[src/hw/rtl/energy_threshold_order_top_macros.svh]
// assertion macros for the energy threshold order block
`ifndef ENERGY_THRESHOLD_ORDER_TOP_MACROS_SVH
`define ENERGY_THRESHOLD_ORDER_TOP_MACROS_SVH

`ifndef SYNTHESIS

`define ETO_ASSERT_IMP(label, a, b) \
	label: assert property (@(posedge clk) disable iff (!arst_n) (a) |-> (b)) \
		else $error("same-cycle check failed");

`define ETO_ASSERT_NEXT(label, a, b) \
	label: assert property (@(posedge clk) disable iff (!arst_n) (a) |=> (b)) \
		else $error("next-cycle check failed");

`else

`define ETO_ASSERT_IMP(label, a, b)

`define ETO_ASSERT_NEXT(label, a, b)

`endif

`endif

[src/hw/rtl/eto_pkg.sv]
// constants and shared types for the energy threshold order block
package eto_pkg;

	localparam int MAX_VALUES = 64;
	localparam int VALUE_BITS = 16;

	localparam int ADDR_W   = $clog2(MAX_VALUES);
	localparam int CNT_W    = $clog2(MAX_VALUES + 1);
	localparam int SQ_W     = 2 * VALUE_BITS;
	localparam int ENERGY_W = SQ_W + ADDR_W;

	localparam int THR_W     = 17;
	localparam int THR_SHIFT = 16;
	localparam int LIMIT_W   = 7;
	localparam int ORDER_W   = 7;
	localparam int TGT_W     = ENERGY_W + THR_W;

	// threshold product is split into two partial products over the energy word
	localparam int LO_W   = ENERGY_W / 2;
	localparam int HI_W   = ENERGY_W - LO_W;
	localparam int PROD_W = THR_SHIFT + HI_W;

	localparam logic [THR_W-1:0] THR_DEFAULT = THR_W'(62259);
	localparam logic [THR_W-1:0] THR_ONE     = THR_W'(65536);

	localparam int CFG_IDX_W  = 1;
	localparam int CFG_DATA_W = THR_W;
	localparam logic [CFG_IDX_W-1:0] REG_THRESHOLD = 1'b0;
	localparam logic [CFG_IDX_W-1:0] REG_LIMIT     = 1'b1;

	typedef struct packed {
		logic accept;
		logic mul_lo;
		logic mul_hi;
		logic rd;
		logic sq;
		logic acc;
		logic load_result;
	} cmd_t;

	typedef struct packed {
		logic done;
	} sts_t;

endpackage

[src/hw/rtl/eto_in_if.sv]
// input channel: one singular value per transfer
interface eto_in_if;
	logic                           valid;
	logic                           ready;
	logic [eto_pkg::VALUE_BITS-1:0] sv_value;
	logic                           last_value;

	modport source (output valid, output sv_value, output last_value, input ready);
	modport sink (input valid, input sv_value, input last_value, output ready);
endinterface

[src/hw/rtl/eto_out_if.sv]
// output channel: one estimated order per transfer
interface eto_out_if;
	logic                        valid;
	logic                        ready;
	logic [eto_pkg::ORDER_W-1:0] order;

	modport source (output valid, output order, input ready);
	modport sink (input valid, input order, output ready);
endinterface

[src/hw/rtl/energy_threshold_order_top.sv]
// top level of the energy threshold order block
//
// samples: one singular value per transfer, with last_value on the final one
// of a set. Values are taken one per cycle while loading; beyond the store
// depth they are dropped, but a last mark still closes the set.
// result: one order per set, the smallest k whose running energy reaches the
// threshold fraction of the total, capped at the order limit.
// cfg: write enable, register index and data; write only while idle.
// Walk: after the last transfer the block settles the total and forms the
// threshold product in its low and high halves, then for each walked value
// does a ram read on the single read port, a square, and an accumulate and
// compare, then posts the result. samples.ready is low meanwhile.
// Throughput: 1 value per cycle while loading, then the walk above per set.
// Reset: set count and total cleared, threshold back to 0.95, limit to 0,
// no result pending. The value store is not cleared.
// A stalled result is held in its output register while the next set loads;
// only if a second result is ready before the first is taken does the block
// wait before loading again.
module energy_threshold_order_top (
	input  logic                             clk,
	input  logic                             arst_n,
	eto_in_if.sink                           samples,
	eto_out_if.source                        result,
	input  logic                             cfg_we,
	input  logic [eto_pkg::CFG_IDX_W-1:0]    cfg_index,
	input  logic [eto_pkg::CFG_DATA_W-1:0]   cfg_data
);

	`include "energy_threshold_order_top_macros.svh"

	eto_pkg::cmd_t cmd;
	eto_pkg::sts_t sts;

	eto_ctrl u_ctrl (
		.clk      (clk),
		.arst_n   (arst_n),
		.in_valid (samples.valid),
		.in_last  (samples.last_value),
		.in_ready (samples.ready),
		.out_ready(result.ready),
		.out_valid(result.valid),
		.cmd      (cmd),
		.sts      (sts)
	);

	eto_datapath u_dp (
		.clk      (clk),
		.arst_n   (arst_n),
		.cmd      (cmd),
		.sts      (sts),
		.sv_value (samples.sv_value),
		.cfg_we   (cfg_we),
		.cfg_index(cfg_index),
		.cfg_data (cfg_data),
		.order    (result.order)
	);

	// a new result never overwrites one still waiting
	`ETO_ASSERT_IMP(a_no_overwrite, cmd.load_result, !result.valid || result.ready)
	`ETO_ASSERT_NEXT(a_result_posted, cmd.load_result, result.valid && result.order != '0)
	// the walk holds off input after the last transfer
	`ETO_ASSERT_NEXT(a_stall_after_last,
		samples.valid && samples.ready && samples.last_value, !samples.ready)

endmodule

[src/hw/rtl/eto_ram.sv]
// generic single-port-write ram with registered read
module eto_ram #(
	parameter int WIDTH = 16,
	parameter int DEPTH = 64
) (
	input  logic                     clk,
	input  logic                     we,
	input  logic [$clog2(DEPTH)-1:0] waddr,
	input  logic [WIDTH-1:0]         wdata,
	input  logic [$clog2(DEPTH)-1:0] raddr,
	output logic [WIDTH-1:0]         rdata
);

	logic [WIDTH-1:0] mem_q [DEPTH];

	always_ff @(posedge clk) begin
		if (we) begin
			mem_q[waddr] <= wdata;
		end
		rdata <= mem_q[raddr];
	end

endmodule

[src/hw/rtl/eto_datapath.sv]
// datapath: value store, energy accumulation, threshold product and walk
module eto_datapath (
	input  logic                             clk,
	input  logic                             arst_n,
	input  eto_pkg::cmd_t                    cmd,
	output eto_pkg::sts_t                    sts,
	input  logic [eto_pkg::VALUE_BITS-1:0]   sv_value,
	input  logic                             cfg_we,
	input  logic [eto_pkg::CFG_IDX_W-1:0]    cfg_index,
	input  logic [eto_pkg::CFG_DATA_W-1:0]   cfg_data,
	output logic [eto_pkg::ORDER_W-1:0]      order
);

	logic [eto_pkg::THR_W-1:0]      thr_q;
	logic [eto_pkg::LIMIT_W-1:0]    limit_q;
	logic [eto_pkg::CNT_W-1:0]      count_q;
	logic [eto_pkg::ENERGY_W-1:0]   total_q;
	logic                           sq_en_s1;
	logic [eto_pkg::SQ_W-1:0]       sq_s1;
	logic [eto_pkg::CNT_W-1:0]      k_q;
	logic [eto_pkg::ENERGY_W-1:0]   cum_q;
	logic [eto_pkg::SQ_W-1:0]       walk_sq_q;
	logic [eto_pkg::PROD_W-1:0]     p_lo_q;
	logic [eto_pkg::PROD_W-1:0]     p_hi_q;
	logic [eto_pkg::TGT_W-1:0]      target_q;
	logic [eto_pkg::ORDER_W-1:0]    order_q;

	logic                           not_full;
	logic                           store_we;
	logic [eto_pkg::VALUE_BITS-1:0] rdata;
	logic [eto_pkg::THR_W-1:0]      thr_eff;
	logic [eto_pkg::THR_SHIFT-1:0]  thr_frac;
	logic                           thr_full;
	logic [eto_pkg::CNT_W-1:0]      lim;
	logic [eto_pkg::CNT_W-1:0]      k_next;
	logic [eto_pkg::ENERGY_W-1:0]   cum_next;
	logic [eto_pkg::TGT_W-1:0]      target_next;
	logic                           hit;

	assign not_full = count_q < eto_pkg::CNT_W'(eto_pkg::MAX_VALUES);
	assign store_we = cmd.accept && not_full;

	eto_ram #(
		.WIDTH(eto_pkg::VALUE_BITS),
		.DEPTH(eto_pkg::MAX_VALUES)
	) u_store (
		.clk  (clk),
		.we   (store_we),
		.waddr(count_q[eto_pkg::ADDR_W-1:0]),
		.wdata(sv_value),
		.raddr(k_q[eto_pkg::ADDR_W-1:0]),
		.rdata(rdata)
	);

	// zero selects the default fraction, anything above one is held at one
	always_comb begin
		if (thr_q == '0) begin
			thr_eff = eto_pkg::THR_DEFAULT;
		end else if (thr_q > eto_pkg::THR_ONE) begin
			thr_eff = eto_pkg::THR_ONE;
		end else begin
			thr_eff = thr_q;
		end
	end
	assign thr_frac = thr_eff[eto_pkg::THR_SHIFT-1:0];
	assign thr_full = thr_eff[eto_pkg::THR_SHIFT];

	always_comb begin
		if (limit_q == '0 || eto_pkg::CNT_W'(limit_q) > count_q) begin
			lim = count_q;
		end else begin
			lim = eto_pkg::CNT_W'(limit_q);
		end
	end

	assign k_next   = k_q + eto_pkg::CNT_W'(1);
	assign cum_next = cum_q + eto_pkg::ENERGY_W'(walk_sq_q);
	assign hit      = (eto_pkg::TGT_W'(cum_next) << eto_pkg::THR_SHIFT) >= target_q;
	assign sts.done = hit || (k_next >= lim);

	always_comb begin
		target_next = (eto_pkg::TGT_W'(p_hi_q) << eto_pkg::LO_W) + eto_pkg::TGT_W'(p_lo_q);
		if (thr_full) begin
			target_next = target_next + (eto_pkg::TGT_W'(total_q) << eto_pkg::THR_SHIFT);
		end
	end

	always_ff @(posedge clk or negedge arst_n) begin
		if (!arst_n) begin
			thr_q    <= eto_pkg::THR_DEFAULT;
			limit_q  <= '0;
			count_q  <= '0;
			total_q  <= '0;
			sq_en_s1 <= 1'b0;
		end else begin
			if (cfg_we) begin
				case (cfg_index)
					eto_pkg::REG_THRESHOLD: thr_q <= cfg_data;
					eto_pkg::REG_LIMIT: limit_q <= cfg_data[eto_pkg::LIMIT_W-1:0];
					default: ;
				endcase
			end
			sq_en_s1 <= store_we;
			if (cmd.load_result) begin
				count_q <= '0;
				total_q <= '0;
			end else begin
				if (store_we) begin
					count_q <= count_q + eto_pkg::CNT_W'(1);
				end
				if (sq_en_s1) begin
					total_q <= total_q + eto_pkg::ENERGY_W'(sq_s1);
				end
			end
		end
	end

	always_ff @(posedge clk) begin
		if (cmd.accept) begin
			sq_s1 <= eto_pkg::SQ_W'(sv_value) * eto_pkg::SQ_W'(sv_value);
		end
		if (cmd.mul_lo) begin
			p_lo_q <= eto_pkg::PROD_W'(thr_frac) * eto_pkg::PROD_W'(total_q[eto_pkg::LO_W-1:0]);
			k_q    <= '0;
			cum_q  <= '0;
		end
		if (cmd.mul_hi) begin
			p_hi_q <= eto_pkg::PROD_W'(thr_frac)
				* eto_pkg::PROD_W'(total_q[eto_pkg::ENERGY_W-1:eto_pkg::LO_W]);
		end
		if (cmd.rd) begin
			target_q <= target_next;
		end
		if (cmd.sq) begin
			walk_sq_q <= eto_pkg::SQ_W'(rdata) * eto_pkg::SQ_W'(rdata);
		end
		if (cmd.acc) begin
			cum_q <= cum_next;
			if (!sts.done) begin
				k_q <= k_next;
			end
		end
		if (cmd.load_result) begin
			order_q <= eto_pkg::ORDER_W'(k_next);
		end
	end

	assign order = order_q;

endmodule

[src/hw/rtl/eto_ctrl.sv]
// controller: load phase, threshold product steps and the walk sequencer
module eto_ctrl (
	input  logic          clk,
	input  logic          arst_n,
	input  logic          in_valid,
	input  logic          in_last,
	output logic          in_ready,
	input  logic          out_ready,
	output logic          out_valid,
	output eto_pkg::cmd_t cmd,
	input  eto_pkg::sts_t sts
);

	typedef enum logic [2:0] {
		ST_LOAD,
		ST_SETTLE,
		ST_MUL_LO,
		ST_MUL_HI,
		ST_RD,
		ST_SQ,
		ST_ACC,
		ST_DONE
	} state_t;

	state_t state_q;
	logic   out_valid_q;
	logic   out_free;

	assign in_ready  = state_q == ST_LOAD;
	assign out_valid = out_valid_q;
	assign out_free  = !out_valid_q || out_ready;

	always_comb begin
		cmd             = '0;
		cmd.accept      = in_valid && in_ready;
		cmd.mul_lo      = state_q == ST_MUL_LO;
		cmd.mul_hi      = state_q == ST_MUL_HI;
		cmd.rd          = state_q == ST_RD;
		cmd.sq          = state_q == ST_SQ;
		cmd.acc         = state_q == ST_ACC;
		cmd.load_result = (state_q == ST_DONE) && out_free;
	end

	always_ff @(posedge clk or negedge arst_n) begin
		if (!arst_n) begin
			state_q     <= ST_LOAD;
			out_valid_q <= 1'b0;
		end else begin
			if (cmd.load_result) begin
				out_valid_q <= 1'b1;
			end else if (out_ready) begin
				out_valid_q <= 1'b0;
			end
			case (state_q)
				ST_LOAD: begin
					if (cmd.accept && in_last) begin
						state_q <= ST_SETTLE;
					end
				end
				// last square lands in the total here
				ST_SETTLE: state_q <= ST_MUL_LO;
				ST_MUL_LO: state_q <= ST_MUL_HI;
				ST_MUL_HI: state_q <= ST_RD;
				ST_RD: state_q <= ST_SQ;
				ST_SQ: state_q <= ST_ACC;
				ST_ACC: begin
					state_q <= sts.done ? ST_DONE : ST_RD;
				end
				ST_DONE: begin
					if (out_free) begin
						state_q <= ST_LOAD;
					end
				end
				default: state_q <= ST_LOAD;
			endcase
		end
	end

endmodule
[src/flat_wrapper.sv]
// flat-port wrapper written by rule: the top's interface ports become plain ports
module energy_threshold_order_top_flat 
  (clk, arst_n, cfg_we, cfg_index, cfg_data, samples_valid, samples_sv_value, samples_last_value, samples_ready, result_valid, result_order, result_ready);
  eto_in_if samples_i ();
  eto_out_if result_i ();
  input  logic clk;
  input  logic arst_n;
  input  logic cfg_we;
  input  logic [eto_pkg::CFG_IDX_W-1:0] cfg_index;
  input  logic [eto_pkg::CFG_DATA_W-1:0] cfg_data;
  input wire logic [$bits(samples_i.valid)-1:0] samples_valid;
  input wire logic [$bits(samples_i.sv_value)-1:0] samples_sv_value;
  input wire logic [$bits(samples_i.last_value)-1:0] samples_last_value;
  output wire logic [$bits(samples_i.ready)-1:0] samples_ready;
  output wire logic [$bits(result_i.valid)-1:0] result_valid;
  output wire logic [$bits(result_i.order)-1:0] result_order;
  input wire logic [$bits(result_i.ready)-1:0] result_ready;
  assign samples_i.valid = samples_valid;
  assign samples_i.sv_value = samples_sv_value;
  assign samples_i.last_value = samples_last_value;
  assign samples_ready = samples_i.ready;
  assign result_valid = result_i.valid;
  assign result_order = result_i.order;
  assign result_i.ready = result_ready;
  energy_threshold_order_top u_core (.clk(clk), .arst_n(arst_n), .samples(samples_i), .result(result_i), .cfg_we(cfg_we), .cfg_index(cfg_index), .cfg_data(cfg_data));
endmodule
[config.mk]
export PLATFORM = sky130hd
export DESIGN_NAME = energy_threshold_order_top_flat
export DESIGN_NICKNAME = d
export VERILOG_FILES = /design/src/hw/rtl/eto_pkg.sv /design/src/hw/rtl/eto_in_if.sv /design/src/hw/rtl/eto_out_if.sv /design/src/hw/rtl/energy_threshold_order_top.sv /design/src/hw/rtl/eto_ram.sv /design/src/hw/rtl/eto_datapath.sv /design/src/hw/rtl/eto_ctrl.sv /design/src/flat_wrapper.sv
export VERILOG_INCLUDE_DIRS = /design/src /design/src/hw/rtl
export SDC_FILE = /design/constraint.sdc
export NUM_CORES = 2
export LEC_CHECK = 0
export BUFFER_PORTS_ARGS = -buffer_cell sky130_fd_sc_hd__buf_4
export CAP_MARGIN = 20
export CORE_MARGIN = 8
export CORE_UTILIZATION = 59
export DETAILED_ROUTE_END_ITERATION = 10
export PLACE_DENSITY = 0.78
export SLEW_MARGIN = 20
export SYNTH_ARGS = -nofsm -noshare
export SYNTH_HDL_FRONTEND = slang
export SYNTH_SLANG_ARGS = --single-unit
[constraint.sdc]
create_clock -name clk -period 7.8 [get_ports clk]
set_input_delay 0.39 -clock clk [delete_from_list [all_inputs] [get_ports clk]]
set_output_delay 0.39 -clock clk [all_outputs]
set_load 0.02 [all_outputs]
==> results by group <==
Synthesis
  • Post-Syn Area: 92,000 um^2
  • Top FF cell, synth: edfxtp_1
  • Post-synthesis xor/xnor area fraction: 2.48%
  • Adder-cell share of the synthesized area: 25.4%
  • Post-synth EDFFs: 1,256
  • Seq cells post-synth: 1,353
  • Seq/Total Area, Yosys: 43.5%
  • Post-Synth Simple-Gate Area: 8.56%
  • Synth warn: 0
  • Average cell area after synthesis: 12.9 um^2
  • Share of synthesized flip-flops with an asynchronous set or reset: 5.47%
  • Largest family of logic cells by synthesized area: adder cells
  • Library cells used by synthesis: 93
  • Post-synthesis mux area share: 9.16%
  • Synth Instances: 7,131
  • Syn nets: 8,556
  • Compound-Gate Fraction of Synth Area: 5.38%

STA
  • Setup-failing EPs final: 0
  • Fmax: 0.131 GHz
  • Worst Clk Skew: 81.4 ps
  • Minimum clock period: 7640 ps
  • Fin crit share: 98.0%
  • Worst slew margin: 17.7%
  • Worst slew pin tran: 1230 ps
  • Final hold vios: 0
  • Slew Limit Fails: 0

Min path
  • Hold Startpoint: samples_sv_value[0]
  • Hold Path Class: primary input to flop

Worst setup path
  • Data required, critical path: 8310 ps
  • CP startpoint: u_core.u_dp.thr_q[0]$_DFFE_PN1P_
  • Top delay family on crit path: adder cells
  • R2R setup slack: 160 ps
  • Crit path DAT: 8150 ps
  • CP dominant cell by count: fa_1
  • Slowest CP cell: fa_1
  • Crit start category: flop
  • Worst path bufs/invs: 6
  • Worst R2R End: u_core.u_dp.p_hi_q[32]$_DFFE_PN_
  • Crit path max fanout: 12
  • Critical path class: flop to flop
  • Crit. End Element: flop
  • FF-to-FF path depth: 27
  • Worst setup endpoint: u_core.u_dp.p_hi_q[32]$_DFFE_PN_
  • Worst reg2reg path startpoint: u_core.u_dp.thr_q[0]$_DFFE_PN1P_
  • Crit-path max cell delay: 600 ps
  • Stages on the worst setup path: 27

Clock network
  • CTS root buffer: clkbuf_16
  • Maximum buffer depth of the clock tree: 3
  • CTS tree: done
  • Clock-pin slew on the worst setup and hold paths: 70 ps
  • H-tree depth: 4
  • CTS Sinks: 1,353
  • Num CTS Buffers: 138
  • Clock insertion delay at the later pin of the skew report: 820 ps

Route
  • DRT iter0 DRCs: 6,927
  • Antenna Nets Post-Route: 0
  • Residual DRC count: 0
  • DRT Pass-1 Iters: 6
  • Vias per inst: 6.32
  • Total number of vias: 59.7k
  • Routed WL: 250 mm
  • DR WL/cell: 26.5 um

Placement
  • DP Cell Count: 9,154
  • # port buffers: 48
  • Hpwl dp: 165 mm
  • RePlAce Congestion: 0.956

Flow run
  • Max-cap viol count: 0

GRT
  • First-pass GRT wire length: 381 mm
  • Global route overflow: 0
  • All-Layer GR Usage: 29.8%
  • Vias in the first global route: 63.2k
  • Largest net degree at the start of global routing: 109
  • Initial antenna violation count: 13

Status
  • Status: complete, no violations

Floorplanning
  • FP Rows: 145
  • Die height: 411 um
  • Total core area: 155,000 um^2
  • Overall die area: 169,000 um^2
  • Die width: 411 um
  • Initial Util: 59.2%
  • Io pins: 49

Final layout
  • Multi-input logic area: 47,000 um^2
  • Register area: 40,100 um^2
  • Synth-to-layout area growth: 9.18%
  • # fillers: 10.8k
  • Nets@finish: 8,686
  • Filler-free cell count of the finished design: 9,435
  • Layout cells sized above 1: 12.4%
## sequential cells by signal, summed over array words and instances (netlist names), 31 cells and up
name / flops
u_core.u_dp.walk_sq_q: 31
u_core.u_dp.sq_s1: 31
u_core.u_dp.p_hi_q: 35
u_core.u_dp.target_q: 55
u_core.u_dp.cum_q: 38
u_core.u_dp.total_q: 38
u_core.u_dp.u_store.mem_q: 1024
u_core.u_dp.p_lo_q: 35
## cell usage in the layout, fill, tap and decap left out, types with 27 or more instances in the layout
master / n
mux2i_1: 33
nand3_1: 65
o21ai_0: 114
nor3_1: 45
and2_1: 357
inv_1: 1066
ha_1: 583
fa_1: 802
clkinv_2: 28
xor2_1: 103
a211oi_1: 32
nor2_1: 292
a21o_1: 144
edfxtp_1: 1256
o21a_1: 44
nand2_1: 588
mux4_2: 336
a21oi_1: 215
buf_4: 230
xnor2_1: 158
nand4_1: 38
and3_1: 93
mux2_2: 47
clkbuf_16: 139
dfrtp_1: 62
nor2b_1: 28
clkbuf_1: 27
## cells in the mapped netlist (6+ instances only)
cell,count,area (um^2)
a21oi_1,218,1090
a31oi_1,21,131
nand2b_1,21,131
mux2_2,47,529
nor3_1,47,235
nor4_1,13,81.3
xnor2_1,158,1380
dfrtp_1,64,1600
o211ai_1,19,143
o21bai_1,23,173
o21ai_0,114,571
a31o_2,9,78.8
dfstp_2,10,263
mux4_2,336,7570
ha_1,583,7290
a221oi_1,6,52.6
and2_1,358,2240
dfxtp_1,23,460
nor2b_1,32,200
nand3b_1,7,52.6
a2111oi_0,6,52.6
or3_1,18,113
a21o_1,145,1090
or2_2,9,56.3
o31ai_1,8,60.1
clkbuf_1,233,875
nor2_1,298,1120
nand3_1,65,325
and3_1,93,582
nand2_1,589,2210
o21ai_1,16,80.1
a22o_1,7,61.3
edfxtp_1,1256,37700
and4_1,10,87.6
o21a_1,45,338
fa_1,802,16100
a211oi_1,32,240
buf_1,17,63.8
a211o_1,9,78.8
xor2_1,103,902
a41oi_1,11,96.3
inv_1,1067,4010
nand4_1,38,238
mux2i_1,33,330
buf_2,23,115
## cell families after synthesis
group,after synthesis
DFF,1353
adders and majority gates,1385
buffers and inverters,1342
and+or+nand+nor,1622
AOI/OAI and AO/OA,752
xor gates and xnor gates,261
muxes,416
## area by class of cell
type                    instances  share of cell area, %
multi-input cells            4436                   46.8
flip-flops and latches       1353                   39.9
inverters                    1068                   3.99
clock buffers                 172                   3.65
well taps                    2058                   2.56
repair buffers                264                   2.15
clock inverters                79                  0.953
diodes                          5                 0.0125
## per-stage QoR
step | cell area [um^2] | TNS, ps | setup WS [ps] | hold WS, ps | util (%)
global route | 100000 | -625 | -159 | 13.6 | 64.6
CTS | 100000 | 0 | 99.8 | 3.26 | 64.5
detailed placement | 95500 | 0 | 236 | 405 | 61.4
global placement | 95400 | 0 | 390 | 401 | 61.4
finish | 100000 | 0 | 159 | 39.1 | 64.6
floorplan | 92000 | 0 | 494 | 94.4 | -
## worst min-delay path by stage
| stage | end | slack (ps) | cells after the start |
|---|---|---|---|
| after floorplan | u_core.u_ctrl.out_valid$_DFFE_PN0P_ | 90 | 0 |
| after global placement | u_core.u_dp.target_q[8]$_DFFE_PP_ | 400 | 0 |
| after detailed placement | u_core.u_dp.target_q[0]$_DFFE_PP_ | 400 | 0 |
| after CTS | u_core.u_dp.sq_s1[0]$_DFFE_PP_ | 3 | 1 |
| after global routing | u_core.u_dp.sq_s1[0]$_DFFE_PP_ | 10 | 1 |
| final | u_core.u_dp.sq_s1[0]$_DFFE_PP_ | 40 | 1 |
## metal layers
layer	up-vias	routed length, um	GRT usage (%)
met2	3680	119000	48.7
met1	30100	89300	37.5
met5	-	46	0.0287
met3	903	26800	7.33
li1	24900	-	-
met4	6	14700	14.5
## what timing repair did
| action | 4_1_cts | 5_1_grt |
|---|---|---|
| setup buffers | 0 | 2 |
| resized for setup | 0 | 20 |
| setup endpoints to repair | 0 | 10 |
| endpoints found under the hold margin | 71 | 0 |
| hold buffers | 21 | 0 |
Power is not shown: default switching activity piles up to over one toggle a cycle in this logic, so the estimate is an artifact.
